$ cat src/sv/hcps_pkg.sv
// Package for the hash-consed pair store: sizes, codes, FNV constants and
// the control structs passed between the core and the hash unit.
// No dependencies.
package hcps_pkg;

  // Store sizes (HASH_DEPTH is a power of two; the hash index is masked)
  localparam int NODE_DEPTH = 1024;
  localparam int HASH_DEPTH = 2048;
  localparam int NODE_AW    = $clog2(NODE_DEPTH);
  localparam int HASH_AW    = $clog2(HASH_DEPTH);
  localparam int CNT_W      = 11;
  localparam int LOAD_LIMIT = HASH_DEPTH - HASH_DEPTH / 4;

  // 64-bit FNV-1a
  localparam logic [63:0] FNV_OFFSET = 64'hCBF29CE484222325;
  localparam logic [63:0] FNV_PRIME  = 64'h00000100000001B3;

  localparam logic [31:0] BASE_RESET = 32'h80000000;

  typedef enum logic [1:0] {
    CMD_CONS  = 2'd0,
    CMD_CAR   = 2'd1,
    CMD_CDR   = 2'd2,
    CMD_CLEAR = 2'd3
  } cmd_t;

  typedef enum logic [1:0] {
    ST_OK     = 2'd0,
    ST_NEW    = 2'd1,
    ST_REJECT = 2'd2,
    ST_FULL   = 2'd3
  } status_t;

  typedef enum logic [3:0] {
    S_CLEAR,
    S_IDLE,
    S_HASH,
    S_PRD,
    S_PCHK,
    S_NRD,
    S_NSEL,
    S_RESP
  } state_t;

  // Hash unit request / response
  typedef struct packed {
    logic        start;
    logic [31:0] head;
    logic [31:0] tail;
  } fnv_req_t;

  typedef struct packed {
    logic               done;
    logic [HASH_AW-1:0] idx;
  } fnv_rsp_t;

endpackage

$ cat src/sv/hcps_fnv.sv
// Iterative FNV-1a hash unit, one byte of the (head, tail) pair per cycle.
// Only the low index bits are kept; they depend only on the low operand bits.
// Depends on hcps_pkg.
module hcps_fnv
  import hcps_pkg::*;
(
  input  logic     clk,
  input  logic     rst_n,
  input  fnv_req_t req,
  output fnv_rsp_t rsp
);

  logic               busy_r, busy_nxt;
  logic               done_r, done_nxt;
  logic [2:0]         k_r, k_nxt;
  logic [HASH_AW-1:0] h_r, h_nxt;
  logic [63:0]        word_r, word_nxt;
  logic [7:0]         cur_byte;
  logic [HASH_AW-1:0] mixed;

  // current byte, little-endian, head first
  assign cur_byte = word_r[8*k_r +: 8];
  assign mixed    = h_r ^ HASH_AW'(cur_byte);

  always_comb begin
    busy_nxt = busy_r;
    done_nxt = 1'b0;
    k_nxt    = k_r;
    h_nxt    = h_r;
    word_nxt = word_r;
    if (req.start) begin
      busy_nxt = 1'b1;
      k_nxt    = 3'd0;
      h_nxt    = FNV_OFFSET[HASH_AW-1:0];
      word_nxt = {req.tail, req.head};
    end else if (busy_r) begin
      h_nxt = HASH_AW'(mixed * FNV_PRIME[HASH_AW-1:0]);
      k_nxt = k_r + 3'd1;
      if (k_r == 3'd7) begin
        busy_nxt = 1'b0;
        done_nxt = 1'b1;
      end
    end
  end

  always_ff @(posedge clk) begin
    if (!rst_n) begin
      busy_r <= 1'b0;
      done_r <= 1'b0;
    end else begin
      busy_r <= busy_nxt;
      done_r <= done_nxt;
    end
    k_r    <= k_nxt;
    h_r    <= h_nxt;
    word_r <= word_nxt;
  end

  assign rsp.done = done_r;
  assign rsp.idx  = h_r;

endmodule

$ cat config.mk
export PLATFORM = sky130hd
export DESIGN_NAME = hcps_fnv
export DESIGN_NICKNAME = d
export VERILOG_FILES = /design/src/sv/hcps_pkg.sv /design/src/sv/hcps_fnv.sv
export SDC_FILE = /design/constraint.sdc
export NUM_CORES = 1
export LEC_CHECK = 0
export BUFFER_PORTS_ARGS = -buffer_cell sky130_fd_sc_hd__buf_2
export CAP_MARGIN = 10
export CORE_MARGIN = 8
export CORE_UTILIZATION = 50
export CTS_CLUSTER_DIAMETER = 40
export DETAILED_ROUTE_END_ITERATION = 7
export PLACE_DENSITY_LB_ADDON = 0.05
export SLEW_MARGIN = 10
export SYNTH_ARGS = -nofsm -noshare
export SYNTH_HDL_FRONTEND = slang
export SYNTH_SLANG_ARGS = --single-unit
$ cat constraint.sdc
create_clock -name clk -period 7.7 [get_ports clk]
set_input_delay 1.155 -clock clk [delete_from_list [all_inputs] [get_ports clk]]
set_output_delay 1.155 -clock clk [all_outputs]
set_load 0.02 [all_outputs]
==> out/qor.csv <==
stage;metric;value;unit
run_status;status;finished, final reports clean;
clock_network;h-tree-depth;3;
synth;ys_ff_latch;80;
setup_path;r2r_cells;19;
timing;final_max_slew_viol_count;0;
min_path;hold_path.class;reg -> reg;
timing;hold_viol;0;
synth;avgSynthCellArea;15.2;um2
synth;synth_top_area_frac;0.478;
global_route;antenna_found_initial;0;
synth;synthCells;264;
min_path;hold_path_depth;2;
global_route;track_usage;0.136;
route;drt-wirelength-per-cell;15.9;um
setup_path;reg2reg_slack;2510;ps
setup_path;slowest_delay;900;ps
global_route;grt_start_max_net_pins;81;
die;core_area;7770;um2
setup_path;worstReg2RegEnd;h_r[10];
timing;fin_crit;5190;ps
synth;yosysWarnings;0;
clock_network;holdBufCountCts;0;
setup_path;cp_max_fo;19;
timing;rsz0062_at_grt;false;
timing;timing.final.crit_share;0.675;
die;io_pins;79;
synth;synthesis.nets;370;
final_layout;antenna_cells;0;
setup_path;crit_chain;mux2i_1 -> mux4_2 -> xor2_1 -> inv_1 -> ha_1 -> inv_1 -> fa_1 -> inv_1 -> ha_1 -> inv_1 -> fa_1 -> inv_1 -> ha_1 -> a211oi_1 -> o21bai_1 -> a21oi_1 -> xnor2_1 -> xor2_1 -> a211oi_2;
setup_path;r2r-start;k_r[1];
clock_network;numCtsBuffers;9;
final_layout;fin_nets;449;
place;dp.final_hpwl;5380;um
place;place.gp.congestion;0.845;
timing;worst_slew_pin_slew;957;ps
timing;fmax;193;MHz
timing;clock-skew-final;7.78;ps
setup_path;start_kind;register;
clock_network;cts.sink_count;80;
global_route;grt_pass1_wl;11600;um
final_layout;fill_cells;631;
final_layout;mostFrequentLayoutCells;buf_2, edfxtp_1, inv_1;
timing;setup_viol;0;
die;die_w;106;um
setup_path;crit_path_end_kind;register;
clock_network;cts_tree;built;
route;num_vias;2226;
route;postRouteAntennaNets;0;
timing;setup_tns;0;ps
setup_path;cp.arrival;5390;ps
final_layout;layout_commonest_cell;buf_2;
synth;synthDistinctLibCells;30;
die;start_util;0.517;
route;wl;7170;um
setup_path;critPathKind;reg -> reg;
setup_path;required;7890;ps
clock_network;clk_pin_slew;80;ps
synth;syn_area;4020;um2
setup_path;cp_common_cell;inv_1;
die;core.rowCount;32;
min_path;hp-start;h_r[6];
die;dieHeight;106;um
route;first_pass_iters;4;
final_layout;syn_to_final_growth;16.2;%
flow_run;maxCapViolCount;0;
final_layout;multi_input_area;1570;um2
final_layout;drive_gt1_frac;0.310;
setup_path;critPathSlowestCell;dfxtp_1;
place;io_buffers;78;
clock_network;clockRootBuffer;clkbuf_8;
synth;yosysTopAreaCell;edfxtp_1;
synth;synthTopCellsByArea;edfxtp_1, ha_1, dfxtp_1, fa_1, mux4_2;
synth;yosysSeqAreaShare;0.558;
route;drc_errors;0;
global_route;grt_overflow;0;
die;die_area;11200;um2
clock_network;clk_latency;350;ps
global_route;grt_pass1_vias;2432;
final_layout;register_area;2240;um2
clock_network;cts_setup_buffers;0;
route;drtIter0Drc;74;
min_path;hold_path_end;h_r[6];
clock_network;cts_buffer_depth;2;
timing;maxSlewHeadroom;0.362;
route;vias_per_cell;4.95;
clock_network;cts_resized;0;
-- layout make-up --
| cell class | count | area share |
|---|---|---|
| clock buffer | 9 | 0.0265 |
| clock inverter | 7 | 0.0150 |
| inverter | 35 | 0.0281 |
| multi-input combinational | 137 | 0.336 |
| sequential | 80 | 0.480 |
| tap | 102 | 0.0273 |
| timing repair buffer | 80 | 0.0868 |
-- per-stage QoR --
stage	worst slack, ps	utilization	instance area, um2	hold slack [ps]	cells
floorplan	3000	-	4020	493	264
global placement	2530	0.576	4480	506	434
detailed placement	2470	0.576	4480	524	434
CTS	2450	0.601	4670	544	450
global route	2130	0.601	4670	553	450
finish	2510	0.601	4670	528	450
-- worst max-delay path by stage --
| stage | startpoint | to | slack [ps] | cells after the start |
|---|---|---|---|---|
| 2_1_floorplan | k_r[0] | h_r[10] | 3000 | 20 |
| 3_3_place_gp | k_r[1] | h_r[10] | 2530 | 19 |
| 3_5_place_dp | k_r[1] | h_r[10] | 2470 | 19 |
| 4_1_cts | k_r[1] | h_r[10] | 2450 | 19 |
| 5_1_grt | k_r[1] | h_r[10] | 2130 | 19 |
| 6_report | k_r[1] | h_r[10] | 2510 | 19 |
-- synth_stat cells --
cell type / number
mux2i_1: 20
buf_6: 1
xnor3_1: 1
a21oi_1: 6
mux4_1: 3
xnor2_1: 14
inv_1: 35
o21ai_0: 4
and4b_1: 1
mux4_2: 11
nor2_1: 13
xnor2_2: 1
ha_1: 26
a21o_1: 1
buf_4: 5
nor2b_1: 2
edfxtp_1: 64
dfxtp_1: 16
fa_1: 13
o21a_1: 1
clkbuf_1: 3
buf_2: 3
a211o_1: 2
a211oi_2: 1
nor3_1: 1
or2_4: 1
a211oi_1: 2
xor2_1: 8
o21bai_1: 3
nand2_1: 2
-- critical path: cells and delay by family, from the launching register on --
family                     cells  cell delay, ps
buffers and inverters          5             270
adders and majority gates      5            1940
xor gates and xnor gates       3             600
DFF                            1             900
muxes                          2             650
AOI/OAI and AO/OA              4             680
-- cell families after synthesis --
logic type / share of synthesized area
xor+xnor: 0.0576
compound gates: 0.0330
flops: 0.558
fa+ha+maj: 0.146
buf+inv: 0.0514
simple gates: 0.0230
mux: 0.131
-- sequential cells by signal, indices dropped and copies added (netlist names) --
register	cells
busy_r	1
done_r	1
h_r	11
k_r	3
word_r	64
-- layer usage --
metal / GRT usage / share of wire / up-vias
met3: 0.0493 / 0.050 / 4
met1: 0.157 / 0.44 / 1069
met2: 0.228 / 0.50 / 57
met4: 0.0482 / 0.0085 / 0
met5: 0 / 0 / -
li1: - / - / 1096
Power is left out: the tool's default activity adds up to more than one toggle a clock period on the data nets, which glitch-free logic cannot reach.
